===== src/design/wfha_pkg.sv =====
// ----------------------------------------------------------------------------
// wfha_pkg
// Shared types and codes of the worst-fit heap allocator.
// ----------------------------------------------------------------------------
package wfha_pkg;

  localparam int MaxPartitionsDefault = 16;
  localparam int OffsetBitsDefault    = 16;

  localparam logic [16:0] HEAP_SIZE_RESET   = 17'd4096;
  localparam logic [6:0]  HEADER_SIZE_RESET = 7'd16;

  localparam logic [1:0] REG_HEAP_SIZE   = 2'd0;
  localparam logic [1:0] REG_HEADER_SIZE = 2'd1;

  localparam logic MODE_ALLOC = 1'b0;
  localparam logic MODE_FREE  = 1'b1;

  localparam logic [1:0] KIND_ALLOC = 2'd0;
  localparam logic [1:0] KIND_MOVE  = 2'd1;
  localparam logic [1:0] KIND_FREE  = 2'd2;

  localparam logic STATUS_OK   = 1'b0;
  localparam logic STATUS_FAIL = 1'b1;

  typedef enum logic [4:0] {
    S_INIT,
    S_IDLE,
    S_SCAN_RD,
    S_SCAN_PROC,
    S_SCAN_DONE,
    S_SHF_RD,
    S_SHF_PROC,
    S_SPL_A,
    S_SPL_B,
    S_ANS,
    S_CMP_RD,
    S_CMP_PROC,
    S_CMP_END,
    S_FREE_RD,
    S_FREE_PROC,
    S_FREE_END
  } state_t;

  typedef struct packed {
    logic        init;
    logic [16:0] heap;
    logic [6:0]  hdr;
  } cfg_t;

endpackage


===== src/design/wfha_core.sv =====
// ----------------------------------------------------------------------------
// wfha_core
// Partition table memory and the sequencer that scans, splits, compacts
// and merges it, with the result word register.
// ----------------------------------------------------------------------------
module wfha_core #(
  parameter int MAX_PARTITIONS = wfha_pkg::MaxPartitionsDefault,
  parameter int OFFSET_BITS    = wfha_pkg::OffsetBitsDefault
) (
  input  logic              clk,
  input  logic              rst,
  input  wfha_pkg::cfg_t    cfg,
  input  logic              in_valid,
  output logic              in_stall,
  input  logic              mode,
  input  logic [15:0]       request_size,
  input  logic [15:0]       free_offset,
  output logic              out_valid,
  input  logic              out_stall,
  output logic [1:0]        kind,
  output logic              status,
  output logic [15:0]       data_offset,
  output logic [15:0]       move_source,
  output logic [15:0]       move_dest,
  output logic [16:0]       move_length,
  output logic              last
);

  localparam int OB   = OFFSET_BITS;
  localparam int EW   = OB + 1;
  localparam int AW   = (OB + 2 > 19) ? OB + 2 : 19;
  localparam int IW   = (MAX_PARTITIONS > 1) ? $clog2(MAX_PARTITIONS) : 1;
  localparam int CNTW = $clog2(MAX_PARTITIONS + 1);

  wfha_pkg::state_t state, state_next;

  logic [EW-1:0] mem [MAX_PARTITIONS];
  logic [EW-1:0] rdata;
  logic          we, re;
  logic [IW-1:0] waddr, raddr;
  logic [EW-1:0] wdata;

  logic [CNTW-1:0] idx, idx_next, cnt, cnt_next, wr, wr_next;
  logic [AW-1:0]   cur, cur_next, dst, dst_next, freeb, freeb_next;
  logic [AW-1:0]   need, need_next, where, where_next, best_off, best_off_next;
  logic            found, found_next, retry, retry_next, hit, hit_next;
  logic            ans_fail, ans_fail_next, pend_occ, pend_occ_next;
  logic [IW-1:0]   best_idx, best_idx_next;
  logic [OB-1:0]   best_size, best_size_next, pend_size, pend_size_next;

  logic [AW-1:0] heap_e, hdr_e, heap_top, eff_heap, eff_hdr, req_e;
  logic          e_occ;
  logic [OB-1:0] e_size;
  logic [AW-1:0] span;
  logic          at_last, out_free, emit, move_due, split_ok, shift_due, match;

  logic [1:0]  emit_kind;
  logic        emit_status;
  logic [15:0] emit_data, emit_src, emit_dst;
  logic [16:0] emit_len;

  assign heap_e   = AW'(cfg.heap);
  assign hdr_e    = AW'(cfg.hdr);
  assign heap_top = AW'(1) << OB;
  assign eff_heap = (heap_e < AW'(64)) ? AW'(64) : ((heap_e > heap_top) ? heap_top : heap_e);
  assign eff_hdr  = (hdr_e < AW'(4)) ? AW'(4) : ((hdr_e > AW'(64)) ? AW'(64) : hdr_e);
  assign req_e    = AW'(request_size);

  assign e_occ     = rdata[OB];
  assign e_size    = rdata[OB-1:0];
  assign span      = eff_hdr + AW'(e_size);
  assign at_last   = (idx + CNTW'(1)) == cnt;
  assign out_free  = !out_valid || !out_stall;
  assign move_due  = e_occ && (cur != dst);
  assign split_ok  = (AW'(best_size) >= need + eff_hdr + AW'(4))
                     && (cnt < CNTW'(MAX_PARTITIONS));
  assign shift_due = cnt > (CNTW'(best_idx) + CNTW'(1));
  assign match     = e_occ && !hit && (cur + eff_hdr == where);
  assign in_stall  = (state != wfha_pkg::S_IDLE) || cfg.init;

  always_ff @(posedge clk) begin
    if (we) begin
      mem[waddr] <= wdata;
    end
    if (re) begin
      rdata <= mem[raddr];
    end
  end

  always_comb begin
    state_next = state;
    case (state)
      wfha_pkg::S_INIT: state_next = wfha_pkg::S_IDLE;
      wfha_pkg::S_IDLE: begin
        if (in_valid) begin
          state_next = (mode == wfha_pkg::MODE_FREE) ? wfha_pkg::S_FREE_RD
                                                     : wfha_pkg::S_SCAN_RD;
        end
      end
      wfha_pkg::S_SCAN_RD:   state_next = wfha_pkg::S_SCAN_PROC;
      wfha_pkg::S_SCAN_PROC: state_next = at_last ? wfha_pkg::S_SCAN_DONE
                                                  : wfha_pkg::S_SCAN_RD;
      wfha_pkg::S_SCAN_DONE: begin
        if (found) begin
          if (split_ok) begin
            state_next = shift_due ? wfha_pkg::S_SHF_RD : wfha_pkg::S_SPL_A;
          end else begin
            state_next = wfha_pkg::S_ANS;
          end
        end else begin
          state_next = retry ? wfha_pkg::S_ANS : wfha_pkg::S_CMP_RD;
        end
      end
      wfha_pkg::S_SHF_RD:   state_next = wfha_pkg::S_SHF_PROC;
      wfha_pkg::S_SHF_PROC: begin
        state_next = (idx[IW-1:0] == best_idx + IW'(1)) ? wfha_pkg::S_SPL_A
                                                        : wfha_pkg::S_SHF_RD;
      end
      wfha_pkg::S_SPL_A: state_next = wfha_pkg::S_SPL_B;
      wfha_pkg::S_SPL_B: state_next = wfha_pkg::S_ANS;
      wfha_pkg::S_ANS: begin
        if (out_free) begin
          state_next = wfha_pkg::S_IDLE;
        end
      end
      wfha_pkg::S_CMP_RD:   state_next = wfha_pkg::S_CMP_PROC;
      wfha_pkg::S_CMP_PROC: begin
        if (!move_due || out_free) begin
          state_next = at_last ? wfha_pkg::S_CMP_END : wfha_pkg::S_CMP_RD;
        end
      end
      wfha_pkg::S_CMP_END:   state_next = wfha_pkg::S_SCAN_RD;
      wfha_pkg::S_FREE_RD:   state_next = wfha_pkg::S_FREE_PROC;
      wfha_pkg::S_FREE_PROC: state_next = at_last ? wfha_pkg::S_FREE_END
                                                  : wfha_pkg::S_FREE_RD;
      wfha_pkg::S_FREE_END: begin
        if (out_free) begin
          state_next = wfha_pkg::S_IDLE;
        end
      end
      default: state_next = wfha_pkg::S_INIT;
    endcase
    if (cfg.init) begin
      state_next = wfha_pkg::S_INIT;
    end
  end

  always_comb begin
    idx_next       = idx;
    cnt_next       = cnt;
    wr_next        = wr;
    cur_next       = cur;
    dst_next       = dst;
    freeb_next     = freeb;
    need_next      = need;
    where_next     = where;
    best_off_next  = best_off;
    best_idx_next  = best_idx;
    best_size_next = best_size;
    found_next     = found;
    retry_next     = retry;
    hit_next       = hit;
    ans_fail_next  = ans_fail;
    pend_occ_next  = pend_occ;
    pend_size_next = pend_size;
    we             = 1'b0;
    re             = 1'b0;
    waddr          = '0;
    raddr          = idx[IW-1:0];
    wdata          = '0;
    emit           = 1'b0;
    emit_kind      = wfha_pkg::KIND_ALLOC;
    emit_status    = wfha_pkg::STATUS_OK;
    emit_data      = '0;
    emit_src       = '0;
    emit_dst       = '0;
    emit_len       = '0;
    case (state)
      wfha_pkg::S_INIT: begin
        we       = 1'b1;
        wdata    = {1'b0, OB'(eff_heap - eff_hdr)};
        cnt_next = CNTW'(1);
      end
      wfha_pkg::S_IDLE: begin
        idx_next   = '0;
        cur_next   = '0;
        found_next = 1'b0;
        retry_next = 1'b0;
        hit_next   = 1'b0;
        wr_next    = '0;
        where_next = AW'(free_offset);
        need_next  = (req_e == '0) ? AW'(4) : (((req_e + AW'(3)) >> 2) << 2);
      end
      wfha_pkg::S_SCAN_RD, wfha_pkg::S_CMP_RD, wfha_pkg::S_FREE_RD,
      wfha_pkg::S_SHF_RD: begin
        re = 1'b1;
      end
      wfha_pkg::S_SCAN_PROC: begin
        if (!e_occ && AW'(e_size) >= need
            && (!found || e_size > best_size)) begin
          found_next     = 1'b1;
          best_idx_next  = idx[IW-1:0];
          best_size_next = e_size;
          best_off_next  = cur;
        end
        cur_next = cur + span;
        idx_next = idx + CNTW'(1);
      end
      wfha_pkg::S_SCAN_DONE: begin
        ans_fail_next = !found;
        if (found && !split_ok) begin
          we    = 1'b1;
          waddr = best_idx;
          wdata = {1'b1, best_size};
        end
        idx_next   = cnt - CNTW'(1);
        cur_next   = '0;
        dst_next   = '0;
        freeb_next = '0;
        wr_next    = '0;
        if (!found) begin
          idx_next = '0;
        end
      end
      wfha_pkg::S_SHF_PROC: begin
        we       = 1'b1;
        waddr    = idx[IW-1:0] + IW'(1);
        wdata    = rdata;
        idx_next = idx - CNTW'(1);
      end
      wfha_pkg::S_SPL_A: begin
        we       = 1'b1;
        waddr    = best_idx + IW'(1);
        wdata    = {1'b0, OB'(AW'(best_size) - eff_hdr - need)};
        cnt_next = cnt + CNTW'(1);
      end
      wfha_pkg::S_SPL_B: begin
        we    = 1'b1;
        waddr = best_idx;
        wdata = {1'b1, OB'(need)};
      end
      wfha_pkg::S_ANS: begin
        emit        = out_free;
        emit_kind   = wfha_pkg::KIND_ALLOC;
        emit_status = ans_fail ? wfha_pkg::STATUS_FAIL : wfha_pkg::STATUS_OK;
        emit_data   = ans_fail ? 16'd0 : 16'(best_off + eff_hdr);
      end
      wfha_pkg::S_CMP_PROC: begin
        if (!move_due || out_free) begin
          if (e_occ) begin
            emit      = move_due;
            emit_kind = wfha_pkg::KIND_MOVE;
            emit_src  = 16'(cur);
            emit_dst  = 16'(dst);
            emit_len  = 17'(span);
            we        = 1'b1;
            waddr     = wr[IW-1:0];
            wdata     = rdata;
            wr_next   = wr + CNTW'(1);
            dst_next  = dst + span;
          end else begin
            freeb_next = freeb + span;
          end
          cur_next = cur + span;
          idx_next = idx + CNTW'(1);
        end
      end
      wfha_pkg::S_CMP_END: begin
        cnt_next = wr;
        if (freeb != '0 && wr < CNTW'(MAX_PARTITIONS)) begin
          we       = 1'b1;
          waddr    = wr[IW-1:0];
          wdata    = {1'b0, OB'(freeb - eff_hdr)};
          cnt_next = wr + CNTW'(1);
        end
        retry_next = 1'b1;
        idx_next   = '0;
        cur_next   = '0;
        found_next = 1'b0;
      end
      wfha_pkg::S_FREE_PROC: begin
        if (match) begin
          hit_next = 1'b1;
        end
        if (idx == '0) begin
          pend_occ_next  = e_occ && !match;
          pend_size_next = e_size;
        end else if (!pend_occ && !(e_occ && !match)) begin
          pend_size_next = OB'(AW'(pend_size) + span);
        end else begin
          we             = 1'b1;
          waddr          = wr[IW-1:0];
          wdata          = {pend_occ, pend_size};
          wr_next        = wr + CNTW'(1);
          pend_occ_next  = e_occ && !match;
          pend_size_next = e_size;
        end
        cur_next = cur + span;
        idx_next = idx + CNTW'(1);
      end
      wfha_pkg::S_FREE_END: begin
        if (out_free) begin
          we          = 1'b1;
          waddr       = wr[IW-1:0];
          wdata       = {pend_occ, pend_size};
          cnt_next    = wr + CNTW'(1);
          emit        = 1'b1;
          emit_kind   = wfha_pkg::KIND_FREE;
          emit_status = hit ? wfha_pkg::STATUS_OK : wfha_pkg::STATUS_FAIL;
        end
      end
      default: ;
    endcase
  end

  always_ff @(posedge clk) begin
    if (rst) begin
      state     <= wfha_pkg::S_INIT;
      out_valid <= 1'b0;
      cnt       <= CNTW'(1);
    end else begin
      state <= state_next;
      cnt   <= cnt_next;
      if (emit) begin
        out_valid <= 1'b1;
      end else if (!out_stall) begin
        out_valid <= 1'b0;
      end
    end
  end

  always_ff @(posedge clk) begin
    idx       <= idx_next;
    wr        <= wr_next;
    cur       <= cur_next;
    dst       <= dst_next;
    freeb     <= freeb_next;
    need      <= need_next;
    where     <= where_next;
    best_off  <= best_off_next;
    best_idx  <= best_idx_next;
    best_size <= best_size_next;
    found     <= found_next;
    retry     <= retry_next;
    hit       <= hit_next;
    ans_fail  <= ans_fail_next;
    pend_occ  <= pend_occ_next;
    pend_size <= pend_size_next;
    if (emit) begin
      kind        <= emit_kind;
      status      <= emit_status;
      data_offset <= emit_data;
      move_source <= emit_src;
      move_dest   <= emit_dst;
      move_length <= emit_len;
      last        <= (emit_kind != wfha_pkg::KIND_MOVE);
    end
  end

endmodule


===== src/design/worst_fit_heap_allocator_top.sv =====
// ----------------------------------------------------------------------------
// worst_fit_heap_allocator_top
// Worst-fit heap allocator with compaction over a partition table memory.
// Allocate: a scan over the table, and on a split a shift of the partitions
// above the chosen one before the split is written; no fit compacts the
// table, closes it and runs a second scan.
// Free: one pass over the table that merges free neighbours. Output stalls can hold any word.
// One request is in work at a time; the table memory port sets the rate.
// Reset rebuilds the table through the init state; a register write is
// registered first and holds the input stalled until the rebuild is done.
// ----------------------------------------------------------------------------
module worst_fit_heap_allocator_top #(
  parameter int MAX_PARTITIONS = wfha_pkg::MaxPartitionsDefault,
  parameter int OFFSET_BITS    = wfha_pkg::OffsetBitsDefault
) (
  input  logic        clk,
  input  logic        rst,
  input  logic        cfg_write,
  input  logic [1:0]  cfg_index,
  input  logic [16:0] cfg_data,
  input  logic        in_valid,
  output logic        in_stall,
  input  logic        mode,
  input  logic [15:0] request_size,
  input  logic [15:0] free_offset,
  output logic        out_valid,
  input  logic        out_stall,
  output logic [1:0]  kind,
  output logic        status,
  output logic [15:0] data_offset,
  output logic [15:0] move_source,
  output logic [15:0] move_dest,
  output logic [16:0] move_length,
  output logic        last
);

  wfha_pkg::cfg_t cfg;

  always_ff @(posedge clk) begin
    if (rst) begin
      cfg.heap <= wfha_pkg::HEAP_SIZE_RESET;
      cfg.hdr  <= wfha_pkg::HEADER_SIZE_RESET;
      cfg.init <= 1'b0;
    end else begin
      cfg.init <= 1'b0;
      if (cfg_write) begin
        case (cfg_index)
          wfha_pkg::REG_HEAP_SIZE: begin
            cfg.heap <= cfg_data;
            cfg.init <= 1'b1;
          end
          wfha_pkg::REG_HEADER_SIZE: begin
            cfg.hdr  <= cfg_data[6:0];
            cfg.init <= 1'b1;
          end
          default: ;
        endcase
      end
    end
  end

  wfha_core #(
    .MAX_PARTITIONS(MAX_PARTITIONS),
    .OFFSET_BITS   (OFFSET_BITS)
  ) u_core (
    .clk         (clk),
    .rst         (rst),
    .cfg         (cfg),
    .in_valid    (in_valid),
    .in_stall    (in_stall),
    .mode        (mode),
    .request_size(request_size),
    .free_offset (free_offset),
    .out_valid   (out_valid),
    .out_stall   (out_stall),
    .kind        (kind),
    .status      (status),
    .data_offset (data_offset),
    .move_source (move_source),
    .move_dest   (move_dest),
    .move_length (move_length),
    .last        (last)
  );

endmodule

===== config.mk =====
export PLATFORM = sky130hd
export DESIGN_NAME = worst_fit_heap_allocator_top
export DESIGN_NICKNAME = d
export VERILOG_FILES = /design/src/design/wfha_pkg.sv /design/src/design/wfha_core.sv /design/src/design/worst_fit_heap_allocator_top.sv
export SDC_FILE = /design/constraint.sdc
export NUM_CORES = 1
export LEC_CHECK = 0
export BUFFER_PORTS_ARGS = -buffer_cell sky130_fd_sc_hd__clkbuf_2
export CORE_ASPECT_RATIO = 1.1
export CORE_MARGIN = 8
export CORE_UTILIZATION = 30
export CTS_CLUSTER_DIAMETER = 50
export CTS_CLUSTER_SIZE = 14
export DETAILED_ROUTE_END_ITERATION = 12
export RECOVER_POWER = 50
export SKIP_LAST_GASP = 1
export SLEW_MARGIN = 20
export SYNTH_ARGS = -nofsm -noshare
export SYNTH_HDL_FRONTEND = slang
export SYNTH_SLANG_ARGS = --single-unit
export TNS_END_PERCENT = 5

===== constraint.sdc =====
create_clock -name clk -period 10.5 [get_ports clk]
set_input_delay 3.15 -clock clk [delete_from_list [all_inputs] [get_ports clk]]
set_output_delay 3.15 -clock clk [all_outputs]
set_load 0.1 [all_outputs]

==> results.txt, run 1 <==
* Outcome: complete, but fails checks
- The final reports fail on capacitance limit, slew limit.
- Drt initial violations: approximately 1,800
* Register bit count reported by yosys: 548
* Post-CTS setup buffers: 0
* Leak pwr: between 10 and 15 nW
* Final routed wirelength across all metal layers: between 80 and 90 mm
* Worst Setup Start Kind: flop
- In this run, CTS created clock tree buffers numbering 61.
- Post-CTS repair changed the size of 0 cells.
- Post-cts hold buffer count: 0
- Via total after detailed routing: between 20,000 and 25,000
- Clock root buffer master: sky130_fd_sc_hd__clkbuf_16
* Number of hold violations in the final report: 0
* Horizontal die dimension: 320 um
- The most critical setup path has its endpoint at u_core.mem[5][6].
- After routing the design area is roughly 35,000 um^2.
- Setup clock skew after layout: between 0.05 and 0.06 ns
- Dpl hpwl: between 60 and 70 mm
- When the netlist entered floorplanning its net count stood at between 2,000 and 3,000.
* Library cell occupying the most area in the post-synthesis netlist: sky130_fd_sc_hd__edfxtp_1
* Dominant delay contributor by cell family on the critical path: simple AND/OR/NAND/NOR gates
* Layer with the highest usage after global routing: met2
* Share of synthesized flip-flops with an asynchronous set or reset: 0%
* Average routed wire per standard cell: approximately 22 um
* Count of distinct cell types in the synthesized netlist: 95
- RSZ-0062 raised after global routing: false
- Final #Nets: approximately 2,900
- STA puts the critical path data arrival time at 8.41 ns.
- Category of the worst setup path capture point: flop
- Cell Pwr Density: 252 nW/um^2
- Grt ovf: 0
* Portion of synthesized cell area occupied by the leading cell type: between 50 and 60%
- Reg-to-reg critical path endpoint: u_core.mem[5][6]
- The worst hold path belongs to the class reg2reg.
- Met3 demand-to-capacity share in global routing: under 10%
- Buffer and inverter count on the worst path: 2
- Sorting the synthesized cells by area gives the leading types as sky130_fd_sc_hd__edfxtp_1 (51%), sky130_fd_sc_hd__ha_1 (7.9%), sky130_fd_sc_hd__mux4_2 (6.3%).
* Synthesized area: about 30,000 um^2
- The slowest stage of the critical path is the sky130_fd_sc_hd__nor3b_4 cell.
- After detailed placement, the total cell area comes to about 33,000 um^2.
- In this run the worst setup path begins at cfg[6].
- Once layout is complete, the utilization of the core stands at 34.4%.
- Area of the die: ~110,000 um^2
* Slack of the worst reg-to-reg path: approximately 2.4 ns
* Library cell with the highest instance count after synthesis: sky130_fd_sc_hd__edfxtp_1
- Max cap viols: 13
- Port buffering added 127 buffers.
- Global routing used about a quarter of the available met2 tracks.
- Initial cell density of the core: a little under a third
- Mean instance size in the synthesized netlist: approximately 12 um^2
- Count of mapped cells out of synthesis: 2,455
- Final critical-path required period: slightly above 8 ns
- The first detailed-routing pass ran for 8 iterations.
* Final TNS setup: 0 ns
- Vias per std cell: slightly above 5
- Of the available clock period, the critical path in the final layout requires around 77%.
- Deepest clock path buffer count: 3
- GR met1 Demand/Resource: 19.2%
- The worst-case IR drop observed on VDD is 0.000154 V.
- The critical path goes through inv_1 > nand2_1 > inv_1 > ha_1 > a211oi_1 > o21bai_2 > a21oi_1 > xnor2_1 > or4_1 > o21bai_1 > xnor2_1 > ha_1 > nand4_1 > nor4_1 > nor3_1 > a311oi_1 > o31a_1 > o21ai_2 > a31o_4 > a222oi_1 > and2_1 > nor3b_4.
* Proportion of layout cells with a drive suffix above 1: between 10% and 20%
- In this run the count of I/O pins placed on the die edge is between 100 and 150.
- Transition time of the tightest slew-check pin: 4.13 ns
- The worst register-to-register path has a depth of 22.
* Antenna violations before repair: 3
* Number of pins with negative max-slew slack in the final report: between 400 and 500
* Vias in the first global route: about 20,000
- The clock net in this run drives a total of about 550 sinks.
- Number of enable-type register cells in the synthesized netlist: between 500 and 600
- The initialized floorplan defines roughly 120 standard-cell rows.
- Sequential share of the synthesized area: around 53%
- Source-to-sink clock delay at the later pin of the worst-skew pair: around 0.69 ns
* Launch point of the worst reg-to-reg path: cfg[6]
* WP depth: 22
- Largest net degree at the start of global routing: 69
- The H-tree was split into 2 levels.
- For this run, the slowest stage of the critical path takes between 0.8 and 0.9 ns.
- After synthesis, the most frequently instantiated cells are sky130_fd_sc_hd__edfxtp_1 (513), sky130_fd_sc_hd__ha_1 (193), sky130_fd_sc_hd__nor2_1 (175).
- Derived from the worst setup path, the maximum achievable clock frequency is 123 MHz.
* Overall fraction of global-route tracks in use: approximately 15%
* TritonCTS clock tree: done
* Core area: between 100,000 and 150,000 um^2
- Slew headroom: -175%
- Wire length of the first global-routing pass: 131 mm
* Routability-driven placement congestion ratio: 0.971
* Worst-path clk slew: 0.06 ns
* Ys Warns: 0
- For the worst setup path, the data required time is between 10 and 15 ns.
- The area growth from synthesis to layout is 13.9%.
* Most used DFF post-synth: sky130_fd_sc_hd__edfxtp_1
- For this run, design rule violations remaining after detail routing come to 0.
- Worst-path maximum fanout: 17
* Setup violations, final: 0
- Height of the chip: between 300 and 400 um
- Worst setup path class: reg2reg
- The repair_antennas step left the layout with diodes totalling 0.
* Final antenna-violating net count: 0
## worst min path at each step
stage | from | end | slack, ns | cells after the start
detailed placement | cfg[9] | cfg[9] | 0.46 | 2
finish | cfg[12] | cfg[12] | 0.47 | 2
global route | cfg[22] | cfg[22] | 0.50 | 2
CTS | cfg[9] | cfg[9] | 0.47 | 2
global placement | cfg[9] | cfg[9] | 0.46 | 2
floorplan | u_core.idx[2] | u_core.best_idx[2] | 0.42 | 0
## stage by stage
stage | hold WS (ns) | instances | setup slack [ns] | power (mW)
after floorplan | 0.424 | 2455 | 3.09 | 5.55
after global routing | 0.499 | 3952 | 1.88 | 9.19
final | 0.473 | 3952 | 2.37 | 8.71
after detailed placement | 0.465 | 3843 | 2.97 | 6.58
after CTS | 0.474 | 3951 | 2.97 | 8.75
after global placement | 0.461 | 3842 | 3.07 | 6.56
## sequential cells by signal (all words and copies together) (netlist names), 17 cells and up
| register | count |
|---|---|
| u_core.move_length | 17 |
| u_core.dst | 19 |
| cfg | 25 |
| u_core.cur | 19 |
| u_core.mem | 272 |
| u_core.freeb | 19 |
| u_core.rdata | 17 |
## per-layer routing
layer	wire [um]	share of wire [%]
met1	36300	41
met3	5540	6.3
met2	41500	47
met4	4240	4.8
met5	0	0
## placed cells by master (no fill, tap or decap), types with 31 or more instances in the layout
master	count
sky130_fd_sc_hd__nor3_1	41
sky130_fd_sc_hd__clkbuf_2	49
sky130_fd_sc_hd__clkbuf_16	61
sky130_fd_sc_hd__and2_0	37
sky130_fd_sc_hd__dfxtp_1	35
sky130_fd_sc_hd__and2_1	33
sky130_fd_sc_hd__o21bai_1	31
sky130_fd_sc_hd__edfxtp_1	513
sky130_fd_sc_hd__clkbuf_1	100
sky130_fd_sc_hd__o21ai_0	96
sky130_fd_sc_hd__a21oi_1	131
sky130_fd_sc_hd__ha_1	193
sky130_fd_sc_hd__mux4_2	85
sky130_fd_sc_hd__nor2_1	175
sky130_fd_sc_hd__nand3_1	49
sky130_fd_sc_hd__inv_1	129
sky130_fd_sc_hd__xnor2_1	137
sky130_fd_sc_hd__xor2_1	71
sky130_fd_sc_hd__nand2_1	160
sky130_fd_sc_hd__a21o_1	42
## cell type report
class | instances | area (um^2)
timing repair buffer | 169 | 793
clock buffer | 67 | 1550
inverter | 129 | 484
multi-input combinational | 1696 | 13600
fill | 9932 | 66000
clock inverter | 41 | 469
sequential | 548 | 16100
tap | 1302 | 1630
## power breakdown
part | internal [mW] | switching [mW] | total (mW)
sequential | 2.94 | 0.322 | 3.26
clock | 1.17 | 0.964 | 2.13
combinational | 1.30 | 2.02 | 3.32
total | 5.41 | 3.31 | 8.71
## cell families after synthesis
logic type,Yosys count,share of synthesized area [%]
muxes,103,6.93
AOI/OAI and AO/OA,502,11.2
xor gates and xnor gates,211,6.13
and+or+nand+nor,671,11.1
adders and majority gates,209,8.99
DFF,548,53.0
buffers and inverters,211,2.68
## worst reg2reg max path: stages (launching register included)
cell and delay [ns]:
sky130_fd_sc_hd__dfxtp_1 0.54, sky130_fd_sc_hd__inv_1 0.26, sky130_fd_sc_hd__nand2_1 0.37, sky130_fd_sc_hd__inv_1 0.20, sky130_fd_sc_hd__ha_1 0.27, sky130_fd_sc_hd__a211oi_1 0.34
sky130_fd_sc_hd__o21bai_2 0.15, sky130_fd_sc_hd__a21oi_1 0.73, sky130_fd_sc_hd__xnor2_1 0.29, sky130_fd_sc_hd__or4_1 0.65, sky130_fd_sc_hd__o21bai_1 0.21, sky130_fd_sc_hd__xnor2_1 0.15
sky130_fd_sc_hd__ha_1 0.30, sky130_fd_sc_hd__nand4_1 0.14, sky130_fd_sc_hd__nor4_1 0.33, sky130_fd_sc_hd__nor3_1 0.08, sky130_fd_sc_hd__a311oi_1 0.28, sky130_fd_sc_hd__o31a_1 0.19
sky130_fd_sc_hd__o21ai_2 0.14, sky130_fd_sc_hd__a31o_4 0.32, sky130_fd_sc_hd__a222oi_1 0.29, sky130_fd_sc_hd__and2_1 0.64, sky130_fd_sc_hd__nor3b_4 0.88
Power figures use the tool's default switching activity.
==> run 2: changes to the inputs <==
Clock period 10.5 ns to 6.75 ns, I/O delays scaled along.
==> run 2 against run 1 <==
Compared with the run above:
- the run still ends with capacitance limit, slew limit left
- non-clock buffer count increased by 33
- global-route usage up 0.089 points
- clock-buffer cell count is 6 higher
- core utilization increased by 0.63 points
- clock skew decreased by 0.027 ns
- clock power rose by 75%
==> results.txt, run 2 (synthesis gave the netlist of run 1 again) <==
* Delay of the slowest cell on the worst path: 0.58 ns
- Grt ovf: 0
* Deepest clock path buffer count: 3
- The detail route stage leaves a number of antenna-violating nets equal to 0.
- In the final layout, the share of cells above drive strength 1 is between 10% and 20%.
* Most frequent standard cell in the layout excluding fill and tap cells: sky130_fd_sc_hd__edfxtp_1
- Category of the worst setup path capture point: flop
- Source-to-sink clock delay at the later pin of the worst-skew pair: roughly 0.63 ns
* Overall fraction of global-route tracks in use: 15.3%
- Data arrival, critical path: around 6.8 ns
- Largest net degree at the start of global routing: 76
- Cell Pwr Density: between 300 and 400 nW/um^2
- Cell with the biggest individual delay on the critical path: sky130_fd_sc_hd__or4_4
- Antenna violations before repair: 1
- Setup repair after global routing left no endpoint under its margin.
- The congestion estimate from routability-driven global placement came to between 0.9 and 1.
- In this run, the number of DRC markers left after iteration 0 of detailed routing was between 1,500 and 2,000.
- Clock tree synthesis found a total of between 500 and 600 sinks.
- The top cell types in the final layout, fill and taps aside, are sky130_fd_sc_hd__edfxtp_1 (513), sky130_fd_sc_hd__ha_1 (192), sky130_fd_sc_hd__nor2_1 (173).
* Horizontal die dimension: around 320 um
* Final critical-path required period: roughly 6.4 ns
* Worst-path clk slew: roughly 0.07 ns
- u_core.mem holds more flip-flops than any other register.
- The final hold violation count came to 0.
* Outcome: complete, but fails checks
* Reg-to-reg critical path endpoint: u_core.mem[8][2]
- The path with the worst hold slack has its endpoint at cfg[12].
* Number of iterations in the first detailed-routing pass: 8
* Number of pins with negative max-slew slack in the final report: between 300 and 400
- Achievable frequency: 156 MHz
- Summed over all layers, the routed wires come to 88.3 mm.
* Wire length of the first global-routing pass: around 130 mm
* Registers with the most flip-flops: u_core.mem x272, cfg x25
* Number of flip-flops under the largest register name: ~270
- Top-level port count: approximately 130
* Slack of the worst reg-to-reg path: ~0.32 ns
- Along the worst hold path, the cell count comes to 2.
* Depth of the CTS H-tree: 3
- Number of buffers created by CTS: 68
* Initial cell density of the core: between 30% and 40%
- Worst-case reg-to-reg path depth: 28
- Post-cts hold buffer count: 0
* Setup violations, final: 0
- Core area: ~100,000 um^2
* Via total after detailed routing: roughly 21,000
- Layout area overhead: 16.0%
- Violated checks: capacitance limit, slew limit
- Share of the clock period used by the worst path: between 90% and 100%
* Transition time of the tightest slew-check pin: ~4.4 ns
* CP Data Required Time: between 7 and 8 ns
- After detailed routing, the number of vias per cell comes to between 5 and 6.
- Setup clock skew after layout: between 0.03 and 0.04 ns
- Worst setup path class: reg2reg
- STA classifies the critical path startpoint as a flop.
- DRC violation count after routing: 0
* Average routed wire per standard cell: between 20 and 25 um
- Cell Rows: around 120
- Max cap viols: 8
- Measured on the finished design, the core utilization comes to 35.1%.
- Launch point of the worst reg-to-reg path: cfg[3]
- Peak supply drop: ~0.00018 V
* Area of the die: between 100,000 and 150,000 um^2
- The worst pin sits at a relative slew slack of -194%.
* Hold_sp: cfg[12]
- Count of input and output buffers: ~130
- After detailed placement, the design holds a cell count of ~3,900.
* Worst min-delay path class: reg2reg
- After legalization and detailed placement, the total HPWL measured approximately 66 mm.
- From bottom edge to top edge, the die measures between 300 and 400 um.
- TritonCTS built the clock tree.
- Along the worst path, the maximum fanout reaches 6.
* Vias in the first global route: about 21,000
* Final #Nets: between 2,000 and 3,000
* Post-Layout Cell Count: between 3,000 and 4,000
- CTS placed an instance of sky130_fd_sc_hd__clkbuf_16 at the clock tree root.
- Number of diodes added for antenna fixing: 0
- In this run the static leakage power is between 10 and 15 nW.
* Critical Path Most Common Cell: sky130_fd_sc_hd__buf_4
[run 2: area by class of cell]
class	count	area (um^2)
fillers	9802	65300
clock inverters	44	564
inverters	129	484
multi-input cells	1696	13700
clock buffers	73	1740
flip-flops and latches	548	16100
repair buffers	202	1050
well taps	1302	1630
[run 2: what timing repair did]
item	CTS	global route
setup buffers	1	9
setup endpoints to repair	68	427
resized for setup	0	19
pin swaps	1	7
gates cloned	0	1
[run 2: stage by stage]
step | power, mW | area, um^2 | TNS, ns | setup WS [ns] | hold WS [ns]
2_1_floorplan | 8.63 | 30400 | -48.65 | -0.660 | 0.424
3_3_place_gp | 10.2 | 33000 | 0 | 0.0151 | 0.460
3_5_place_dp | 10.2 | 33000 | -0.0167 | -0.00254 | 0.463
4_1_cts | 14.0 | 35300 | 0 | 0.00826 | 0.473
5_1_grt | 14.8 | 35300 | 0 | 0.00630 | 0.499
6_report | 14.0 | 35300 | 0 | 0.324 | 0.471
[run 2: critical path: cells and delay by family (launching register included)]
kind / cells / cell delay, ns
buffers and inverters: 4 / 0.61
AO/OA/AOI/OAI: 8 / 1.63
multiplexers: 1 / 0.22
AND/OR/NAND/NOR: 11 / 2.27
flip-flops: 1 / 0.34
adder cells (fa/ha/maj): 3 / 0.90
XOR/XNOR: 1 / 0.16
[run 2: where the power goes]
group	leakage (nW)	switching, mW	internal, mW
logic	6.59	3.12	2.07
clock network	1.12	1.51	2.22
registers	5.07	0.516	4.57
total	12.8	5.15	8.86
[run 2: worst max path at each step]
| stage | start | to | slack (ns) | cells past startpoint |
|---|---|---|---|---|
| after floorplan | cfg[3] | u_core.mem[12][0] | -0.66 | 25 |
| after global placement | cfg[3] | u_core.mem[12][12] | 0.02 | 26 |
| after detailed placement | cfg[3] | u_core.mem[12][14] | -0.003 | 26 |
| after CTS | cfg[3] | u_core.mem[8][4] | 0.008 | 27 |
| after global routing | cfg[3] | u_core.mem[8][15] | 0.006 | 28 |
| final | cfg[3] | u_core.mem[8][2] | 0.32 | 28 |
[run 2: per-layer routing]
layer	global-route usage [%]	up-vias	wire, um
met4	7.28	2	4550
met2	25.9	727	42400
met1	18.9	10141	35600
met3	2.75	222	5720
met5	0	-	13
li1	-	9683	-
